$ cat src/hw/rtl/bmse_pkg.sv
// Package for the byte match similarity engine.
// Holds widths, register and operation codes and the staged item type.
// No dependencies; the lane, merging stage, top level and testbench import it.
`default_nettype none
package bmse_pkg;

	localparam int LANES      = 8;
	localparam int BYTE_W     = 8;
	localparam int WORD_W     = LANES * BYTE_W;
	localparam int IDX_W      = 32;
	localparam int WPV_W      = 10;
	localparam int SCORE_W    = 13;
	localparam int CNT_W      = $clog2(LANES + 1);
	localparam int OUT_DATA_W = ((2 * IDX_W + SCORE_W + 7) / 8) * 8;
	localparam int CFG_IDX_W  = 2;
	localparam int CFG_DATA_W = 32;

	localparam logic [SCORE_W-1:0] SCORE_MAX = {SCORE_W{1'b1}};
	localparam logic [WPV_W-1:0]   WPV_RESET = WPV_W'(32);

	typedef enum logic [CFG_IDX_W-1:0] {
		CFG_WORDS_PER_VECTOR = 2'd0,
		CFG_QUERY_BASE       = 2'd1,
		CFG_DB_BASE          = 2'd2,
		CFG_DB_ROWS          = 2'd3
	} cfg_reg_t;

	typedef enum logic {
		OP_LOAD    = 1'b0,
		OP_COMPARE = 1'b1
	} op_t;

	typedef struct packed {
		op_t               op;
		logic              last;
		logic              batch_last;
		logic [IDX_W-1:0]  query_index;
		logic [IDX_W-1:0]  db_index;
		logic [WORD_W-1:0] data_word;
	} item_t;

endpackage
`default_nettype wire

$ cat src/hw/rtl/bmse_lane.sv
// One byte lane: compares a query byte with a database byte.
// Depends on bmse_pkg for the byte width.
`default_nettype none
module bmse_lane (
	input  wire [bmse_pkg::BYTE_W-1:0] query_byte,
	input  wire [bmse_pkg::BYTE_W-1:0] db_byte,
	output logic                       match
);

	import bmse_pkg::*;

	assign match = (query_byte == db_byte);

endmodule
`default_nettype wire

$ cat config.mk
export PLATFORM = sky130hd
export DESIGN_NAME = bmse_lane
export DESIGN_NICKNAME = d
export VERILOG_FILES = /design/src/hw/rtl/bmse_pkg.sv /design/src/hw/rtl/bmse_lane.sv
export SDC_FILE = /design/constraint.sdc
export NUM_CORES = 1
export LEC_CHECK = 0
export BUFFER_PORTS_ARGS = -buffer_cell sky130_fd_sc_hd__buf_2
export CAP_MARGIN = 20
export CORE_AREA = 10 10 47 49
export DETAILED_ROUTE_END_ITERATION = 7
export DIE_AREA = 0 0 57 59
export SYNTH_ARGS = -nofsm -noshare
export SYNTH_HDL_FRONTEND = slang
export SYNTH_SLANG_ARGS = --single-unit
$ cat constraint.sdc
create_clock -name vclk -period 1.1
set_input_delay 0.165 -clock vclk [all_inputs]
set_output_delay 0.165 -clock vclk [all_outputs]
set_load 0.1 [all_outputs]
## After elaboration in Yosys (flattened, before gate mapping)

Index checks and enable logic that the tools add are counted.

- Register bits after elaboration: 0

- Eq/ne operators: 1

Operators with widths:

| cell | count |
|---|---|
| 8-bit == test | 1 |

## Logic depth before layout (Yosys ltp)

- Depth in word-level cells: 1
- Depth in mapped cells: 3

## Least setup slack after synthesis

No wires, ideal clock.

- Kind: input port to output port
- Start: input port db_byte[2] in the netlist's numbering
- End: output port match
- Arrival: 1.668 ns
- Required time: 0.935 ns
- Slack: -0.733 ns
- Stages: 3
- Path through: xnor2_1 nand4_1 nor2_1

- Word-level cells in the longest chain between the ends: 1

RTL lines:

| what | line | source |
|---|---|---|
| start: declaration | bmse_lane.sv:6 | `input wire [bmse_pkg::BYTE_W-1:0] db_byte,` |
| 8-bit == test | bmse_lane.sv:12 | `assign match = (query_byte == db_byte);` |
| end: declaration | bmse_lane.sv:7 | `output logic match` |

No other way between the ends.

## Worst setup path in the final report

- Start: input port query_byte[1] in the netlist's numbering
- End: output port match

- Word-level cells in the longest chain between the ends: 1

RTL lines:

| what | line | source |
|---|---|---|
| start: declaration | bmse_lane.sv:5 | `input wire [bmse_pkg::BYTE_W-1:0] query_byte,` |
| 8-bit == test | bmse_lane.sv:12 |  |

No other way between the ends.

==> impl_metrics.ini <==
[setup_path]
path_cells = buf_6, xnor2_2, nand4_1, nor2_4, buf_12
cp.arrival_ns = 0.91
required_ns = 0.94
slowest_stage = nand4_1
max_stage_delay_ns = 0.18
path_class = primary input to primary output
critPathMaxFanout = 1
end_kind = primary output
cp-start-kind = primary input

[pwr]
vdd_drop_max_uv = 97.3
p_int_mw = 0.0749
power_mw = 0.109
combPwrFrac = 1.000
power_frac_seq = 0
netSwitchingFraction = 0.315
p_clk_frac = 0
p_per_area_nw_per_um2 = 347
p_sw_mw = 0.0345
power.leakage_nw = 0.142

[timing]
period_needed_ns = 1.07
finalHoldViolations = 0
fin_crit_sh = 0.976
setup_viol = 0
max_freq_mhz = 932
slew_headroom = 0.893
drv_slew = 0
rsz0062_at_grt = yes
worstMarginPinSlew_ns = 0.161

[drt]
wl_um = 461
viasPerCell = 3.39
vias = 149
met3WireLength_um = 88
first_pass_iters = 1
wirelength_met1_um = 205
drtIter0Drc = 0
wl_per_cell_um = 10.5
drt_drc_violations_left = 0
dr_wl_met2_um = 167
routed.top_layer = met3
ant_nets = 0

[min_path]
min_from = query_byte[2]
holdPathEnd = match
hold_depth = 5
hp-class = primary input to primary output

[flow_run]
maxCapViolCount = 0

[global_routing]
grt_usage = 0.0234
grt_max_degree = 2
grt_pass1_wl_um = 662
overflow = 0
antenna_found_initial = 0
grt_pass1_vias = 160

[floorplan]
io_pins = 17
die-area_um2 = 3360
rows = 14
die_w_um = 57
core_um2 = 1400
initial_core_util = 0.0616
die_h_um = 59

[layout]
final_nets = 46
ff_latch_area_um2 = 0
drive_gt1_frac = 0.857
diodes = 0
clockBufferCount = 0
stdcell_count = 44
area_delta_synth_final_pct = 265
most-common-layout-cells = 9 x buf_6, 7 x buf_2, 6 x xnor2_2, 2 x xnor2_1, 2 x nand4_1
nFlopsAndLatches = 0
fillers = 156
layout_commonest_cell = buf_6

[synthesis]
synth_area_leader_cell = xnor2_1
ys_types = 3
synthCells = 11
ys_top_cells_by_area = xnor2_1 81%, nand4_1 14%, nor2_1 4.3%
syn_area_um2 = 86.3
yosysTopAreaCellShare = 0.812
synth_nets = 27
ys_warn_count = 0
avgSynthCellArea_um2 = 7.85
ys_seq_area_frac = 0

[placed_design]
place.gp.congestion = 0.632
portBuffers = 17
dp.cells = 44

[outcome]
status = finished, final reports clean
==> power groups by stage <==
stage | clock [mW] | combinational [mW] | sequential (mW)
after CTS | 0 | 0.0937 | 0
after global routing | 0 | 0.116 | 0
after global placement | 0 | 0.0766 | 0
final | 0 | 0.109 | 0
after detailed placement | 0 | 0.0795 | 0
after floorplan | 0 | 0.0389 | 0
==> kinds of logic after synthesis <==
family	count (synthesis)	share of synthesized area
and+or+nand+nor	3	0.188
xor gates and xnor gates	8	0.812
==> final cells by class <==
class | instances | area (um2) | area share
well taps | 16 | 20.0 | 0.0635
repair buffers | 17 | 156 | 0.496
multi-input cells | 11 | 139 | 0.440
==> repair_timing <==
| item | CTS | global route |
|---|---|---|
| gates resized for setup | 5 | 7 |
| endpoints found under the setup margin | 1 | 1 |
| buffers inserted | 0 | 0 |
| gates cloned | 0 | 0 |
| hold buffers | 0 | 0 |
| pin swaps | 6 | 8 |
==> worst max-delay path by stage <==
| stage | startpoint | to | slack, ns | depth (start not counted) |
|---|---|---|---|---|
| after floorplan | db_byte[6] | match | -0.02 | 3 |
| after global placement | db_byte[6] | match | 0.01 | 5 |
| after detailed placement | db_byte[3] | match | -0.001 | 5 |
| after CTS | query_byte[3] | match | 0.00006 | 5 |
| after global routing | query_byte[5] | match | -0.01 | 5 |
| final | query_byte[1] | match | 0.03 | 5 |
==> cell usage after synthesis <==
| library cell | number |
|---|---|
| nand4_1 | 2 |
| xnor2_1 | 8 |
| nor2_1 | 1 |
==> per-layer routing <==
metal,global-route usage,up-vias
met5,0,-
met4,0,0
met3,0.0129,0
met2,0.0403,19
met1,0.0264,59
li1,-,71
==> critical path: cells and delay by family <==
family | cells | cell delay (ns)
and+or+nand+nor | 2 | 0.32
xor gates and xnor gates | 1 | 0.15
buffers and inverters | 2 | 0.27
==> stage by stage <==
step	cell area (um2)	TNS [ns]	util	setup WS [ns]	hold WS (ns)
6_report	315	0	0.225	0.0268	0.795
5_1_grt	315	-0.0104	0.225	-0.0104	0.824
4_1_cts	270	0	0.193	0.0000594	0.804
3_5_place_dp	236	-0.00125	0.169	-0.00125	0.811
3_3_place_gp	236	0	0.169	0.0127	0.795
2_1_floorplan	116	-0.0173	-	-0.0173	0.605
No activity file was read; power rests on OpenSTA's default activity.
