$ cat src/hw/rtl/bmse_pkg.sv
// Package for the byte match similarity engine.
// Holds widths, register and operation codes and the staged item type.
// No dependencies; the lane, merging stage, top level and testbench import it.
`default_nettype none
package bmse_pkg;

	localparam int LANES      = 8;
	localparam int BYTE_W     = 8;
	localparam int WORD_W     = LANES * BYTE_W;
	localparam int IDX_W      = 32;
	localparam int WPV_W      = 10;
	localparam int SCORE_W    = 13;
	localparam int CNT_W      = $clog2(LANES + 1);
	localparam int OUT_DATA_W = ((2 * IDX_W + SCORE_W + 7) / 8) * 8;
	localparam int CFG_IDX_W  = 2;
	localparam int CFG_DATA_W = 32;

	localparam logic [SCORE_W-1:0] SCORE_MAX = {SCORE_W{1'b1}};
	localparam logic [WPV_W-1:0]   WPV_RESET = WPV_W'(32);

	typedef enum logic [CFG_IDX_W-1:0] {
		CFG_WORDS_PER_VECTOR = 2'd0,
		CFG_QUERY_BASE       = 2'd1,
		CFG_DB_BASE          = 2'd2,
		CFG_DB_ROWS          = 2'd3
	} cfg_reg_t;

	typedef enum logic {
		OP_LOAD    = 1'b0,
		OP_COMPARE = 1'b1
	} op_t;

	typedef struct packed {
		op_t               op;
		logic              last;
		logic              batch_last;
		logic [IDX_W-1:0]  query_index;
		logic [IDX_W-1:0]  db_index;
		logic [WORD_W-1:0] data_word;
	} item_t;

endpackage
`default_nettype wire

$ cat src/hw/rtl/bmse_merge.sv
// Merging stage: counts the lane matches of one word and adds them to the running score.
// The sum saturates at the top of the score range. Depends on bmse_pkg.
`default_nettype none
module bmse_merge (
	input  wire [bmse_pkg::LANES-1:0]   lane_match,
	input  wire [bmse_pkg::SCORE_W-1:0] acc,
	output logic [bmse_pkg::SCORE_W-1:0] score
);

	import bmse_pkg::*;

	logic [CNT_W-1:0]   count;
	logic [SCORE_W:0]   sum;

	always_comb begin
		count = '0;
		for (int i = 0; i < LANES; i++) begin
			count = count + CNT_W'(lane_match[i]);
		end
		sum = {1'b0, acc} + (SCORE_W + 1)'(count);
		if (sum > (SCORE_W + 1)'(SCORE_MAX)) begin
			score = SCORE_MAX;
		end else begin
			score = sum[SCORE_W-1:0];
		end
	end

endmodule
`default_nettype wire

$ cat config.mk
export PLATFORM = sky130hd
export DESIGN_NAME = bmse_merge
export DESIGN_NICKNAME = d
export VERILOG_FILES = /design/src/hw/rtl/bmse_pkg.sv /design/src/hw/rtl/bmse_merge.sv
export SDC_FILE = /design/constraint.sdc
export NUM_CORES = 1
export LEC_CHECK = 0
export BUFFER_PORTS_ARGS = -buffer_cell sky130_fd_sc_hd__buf_2
export CAP_MARGIN = 30
export CORE_MARGIN = 10
export CORE_UTILIZATION = 30
export DETAILED_ROUTE_END_ITERATION = 6
export PLACE_DENSITY_LB_ADDON = 0.05
export SETUP_SLACK_MARGIN = 0.3
export SYNTH_ARGS = -nofsm -noshare
export SYNTH_HDL_FRONTEND = slang
export SYNTH_SLANG_ARGS = --single-unit
$ cat constraint.sdc
create_clock -name vclk -period 9.6
set_input_delay 0.96 -clock vclk [all_inputs]
set_output_delay 0.96 -clock vclk [all_outputs]
set_load 0.01 [all_outputs]
Word level (Yosys, flattened, before mapping)
Cells that the tools add are included.

Flip-flop bits (word level): 0. Bits of input ports: 21. Logic and storage cells: 10. Output and inout bits: 13.

Multiplexer cells: 1. Magnitude comparators: 1. $add $sub $neg: 8.

Operator list (number): adder 4 x 1 -> 4 bit (4); adder 13 x 4 -> 14 bit (1); > comparator 14 x 13 -> 1 bit (second input constant) (1); 2-to-1 mux 13 bit (1); adder 3 x 1 -> 4 bit (1); adder 2 x 1 -> 3 bit (1); adder 1 x 1 -> 2 bit (1).

Logic depth before layout (Yosys ltp)
Depth in word-level cells: 10. Depth in mapped cells: 12. Gate-level depth less buffers: 12.

Least setup slack after synthesis
Ideal clock, no wire load.

Path kind: input to output. Start: input port lane_match[0] (netlist name). End: output port score[12] (netlist name). Required time: 8.640 ns. Stages on the path: 12. Setup slack: 4.740 ns. Buffers on the path: 0. Arrival time: 3.900 ns. Path through: fa_1 -> inv_1 -> fa_1 -> fa_1 -> inv_1 -> fa_1 -> inv_1 -> fa_1 -> nand2b_1 -> a21oi_2 -> nand4_2 -> mux2_4.

Word-level cells in the longest chain between the ends: 10.

RTL lines: start: declaration (line bmse_merge.sv:5) `input wire [bmse_pkg::LANES-1:0] lane_match,`; adder 1 x 1 -> 2 bit * (line bmse_merge.sv:18) `count = count + CNT_W'(lane_match[i]);`; adder 2 x 1 -> 3 bit * (line bmse_merge.sv:18); adder 3 x 1 -> 4 bit * (line bmse_merge.sv:18); adder 4 x 1 -> 4 bit * (4 in a row) (line bmse_merge.sv:18); adder 13 x 4 -> 14 bit * (line bmse_merge.sv:20) `sum = {1'b0, acc} + (SCORE_W + 1)'(count);`; > comparator 14 x 13 -> 1 bit (line bmse_merge.sv:21) `if (sum > (SCORE_W + 1)'(SCORE_MAX)) begin`; 2-to-1 mux 13 bit * (line bmse_merge.sv:21); end: declaration (line bmse_merge.sv:7) `output logic [bmse_pkg::SCORE_W-1:0] score`.

Every way passes the cells marked *; elsewhere a longest branch is shown, timed or not.

Final worst setup path
Ends and elaborated chain as after synthesis.

==> results_tabular.tex <==
\begin{tabular}{lr}
\hline
Metric & Value \\
\hline
\multicolumn{2}{l}{\textbf{Status}} \\
Result of the run & completed \\
\multicolumn{2}{l}{\textbf{Layout}} \\
Synthesis-to-finish area growth & 36.2\% \\
Final \#Nets & 139 \\
Count of clock buffers in the final design & 0 \\
Leading cell type in the layout, fill and taps excluded & buf\_2 \\
Total non-filler cell area in the finished layout & 758 sq um \\
Count of placed standard cells in the final layout, fillers left out & 130 \\
Diodes inserted & 0 \\
Share of final-layout standard cells stronger than drive strength 1 & 38.1\% \\
Commonest non-fill, non-tap cells in the layout & 34 x buf\_2, 12 x inv\_1, 8 x nand2\_1 \\
Register cell area after layout & 0 sq um \\
Number of flip-flops and latches & 0 \\
Filler instances & 211 \\
\multicolumn{2}{l}{\textbf{Clock tree}} \\
Post-cts hold buffer count & 0 \\
Resize count post-CTS & 0 \\
Post-CTS Setup Repair Bufs & 0 \\
\multicolumn{2}{l}{\textbf{Critical path}} \\
Peak fanout along the critical path & 4 \\
CP Data Arrival Time & 4.26 ns \\
Critical path class & input pin to output pin \\
Critical Path Source Type & input pin \\
Data required time of the worst path & 8.64 ns \\
Endpoint class of the critical path & output pin \\
\multicolumn{2}{l}{\textbf{Die}} \\
Floorplan die area & 3980 sq um \\
Die height & 63.1 um \\
Core ar. & 1750 sq um \\
Total I/O pin count & 34 \\
Std cell rows & 15 \\
Initial Utilization & 31.9\% \\
Die width & 63.1 um \\
\multicolumn{2}{l}{\textbf{Timing}} \\
Clock period minus worst slack & 5.22 ns \\
Final hold viol count & 0 \\
Final worst-path setup slack & 4.38 ns \\
Maximum clock frequency & 0.192 GHz \\
Setup repair after global routing missed its margin & false \\
Share of the cycle needed by the critical path after routing & 54.3\% \\
Slew headroom & 77.1\% \\
Final slew viol count & 0 \\
TNS Setup & 0 ns \\
Final-report setup violation count & 0 \\
Pin slew with the least headroom to its limit & 0.343 ns \\
\multicolumn{2}{l}{\textbf{Placement}} \\
DP Cell Count & 130 \\
Area post-placement & 758 sq um \\
Count of buffers inserted at the top-level ports & 34 \\
Post-DP HPWL & 1370 um \\
Gp weighted congestion & 0.812 \\
Post-Place Worst Slack & 4.35 ns \\
\multicolumn{2}{l}{\textbf{Global routing}} \\
Vias in the first global route & 588 \\
Global router's overall resource usage & 7.57\% \\
Wire length of the first global-routing pass & 2730 um \\
Number of antenna violations at the first check in global routing & 0 \\
Largest net degree at the start of global routing & 10 \\
Overflow left after global routing & 0 \\
\multicolumn{2}{l}{\textbf{Power and ir drop}} \\
Highest ir drop seen on vdd & 0.0473 mV \\
PnR Total Power & 72.1 uW \\
PwrDens & 95.1 nW/um\^{}2 \\
Lkg Pwr & 0.000439 uW \\
\multicolumn{2}{l}{\textbf{Detailed routing}} \\
Initial DRC count & 12 \\
Post-detailed-route wirelength per cell & 12.0 um \\
DRC Markers & 0 \\
DRT Wirelength & 1550 um \\
Number of iterations in the first detailed-routing pass & 4 \\
Post-detailed-route via-to-cell ratio & 4.61 \\
Detailed-route via count & 599 \\
Detail Route Antenna Nets & 0 \\
\multicolumn{2}{l}{\textbf{Run}} \\
Maximum capacitance violations & 0 \\
\multicolumn{2}{l}{\textbf{Logic synthesis}} \\
Number of distinct library cell variants in the gate-level netlist after synthesis & 24 \\
Syn Inst Count & 71 \\
Total standard cell area after synthesis & 557 sq um \\
Part of the Yosys area used for sequential elements & 0\% \\
Yosys synthesis warning count & 0 \\
Post-synth net total & 103 \\
Average cell area after synthesis & 7.84 sq um \\
\multicolumn{2}{l}{\textbf{Hold path}} \\
Worst hold path type & input pin to output pin \\
Hold depth & 3 \\
\hline
\end{tabular}
[critical path: stages]
cell and delay, ns:
buf_2 0.11, fa_1 0.52, inv_1 0.05, fa_1 0.50, fa_1 0.40, inv_1 0.07, fa_1 0.19, inv_1 0.06
fa_1 0.38, nand2b_1 0.22, a21oi_2 0.23, nand4_2 0.13, mux2_4 0.30, buf_2 0.14
[cells in the mapped netlist]
| library cell | count | area [sq um] |
|---|---|---|
| and4b_1 | 1 | 10.0 |
| and3_1 | 3 | 18.8 |
| a21oi_1 | 4 | 20.0 |
| nand2b_1 | 3 | 18.8 |
| o2bb2ai_4 | 1 | 27.5 |
| xnor2_1 | 3 | 26.3 |
| mux2_4 | 1 | 15.0 |
| o21ai_0 | 2 | 10.0 |
| o21ai_1 | 1 | 5.00 |
| xor2_1 | 2 | 17.5 |
| mux2_1 | 2 | 22.5 |
| nor2_1 | 1 | 3.75 |
| fa_1 | 5 | 100 |
| and3_2 | 1 | 7.51 |
| ha_1 | 6 | 75.1 |
| a21o_1 | 1 | 7.51 |
| inv_1 | 12 | 45.0 |
| a21oi_2 | 1 | 8.76 |
| and3_4 | 1 | 11.3 |
| nand4_2 | 1 | 12.5 |
| a31oi_1 | 1 | 6.26 |
| a211oi_1 | 3 | 22.5 |
| nand3_1 | 7 | 35.0 |
| nand2_1 | 8 | 30.0 |
[path summary, 6_finish.rpt]
check                    startpoint         to  slack (ns)
worst max-delay path  lane_match[0]  score[12]        4.38
worst min-delay path         acc[9]   score[9]        2.22
[final cells by class]
| cell class | count | area, sq um | share of cell area [%] |
|---|---|---|---|
| multi-input cells | 59 | 512 | 67.5 |
| inverters | 12 | 45.0 | 5.94 |
| well taps | 25 | 31.3 | 4.13 |
| repair buffers | 34 | 170 | 22.4 |
[routing by layer]
layer  wire, um  vias up  part of all wire [%]  track usage, %
li1           -      317                     -               -
met1        792      266                    51            10.9
met2        689       16                    44            12.1
met3         72        0                   4.6            1.06
met4          0        0                     0               0
met5          0        -                     0               0
[logic make-up after synthesis]
kind of cell    after synthesis  share of synthesized area [%]
fa+ha+maj                    11                           31.5
mux                           3                           6.74
compound gates               14                           19.3
buf+inv                      12                           8.09
xor+xnor                      5                           7.87
simple gates                 26                           26.5
[power by group]
part | switching [uW] | internal, uW
logic | 39.9 | 32.3
registers | 0 | 0
clock network | 0 | 0
total | 39.9 | 32.3
[through the flow]
stage	utilization [%]	hold slack, ns
after floorplan	-	2.00
after global placement	43.4	2.21
after detailed placement	43.4	2.22
after CTS	43.4	2.22
after global routing	43.4	2.25
final	43.4	2.22
Note: power is estimated with default switching activity, not from simulation.
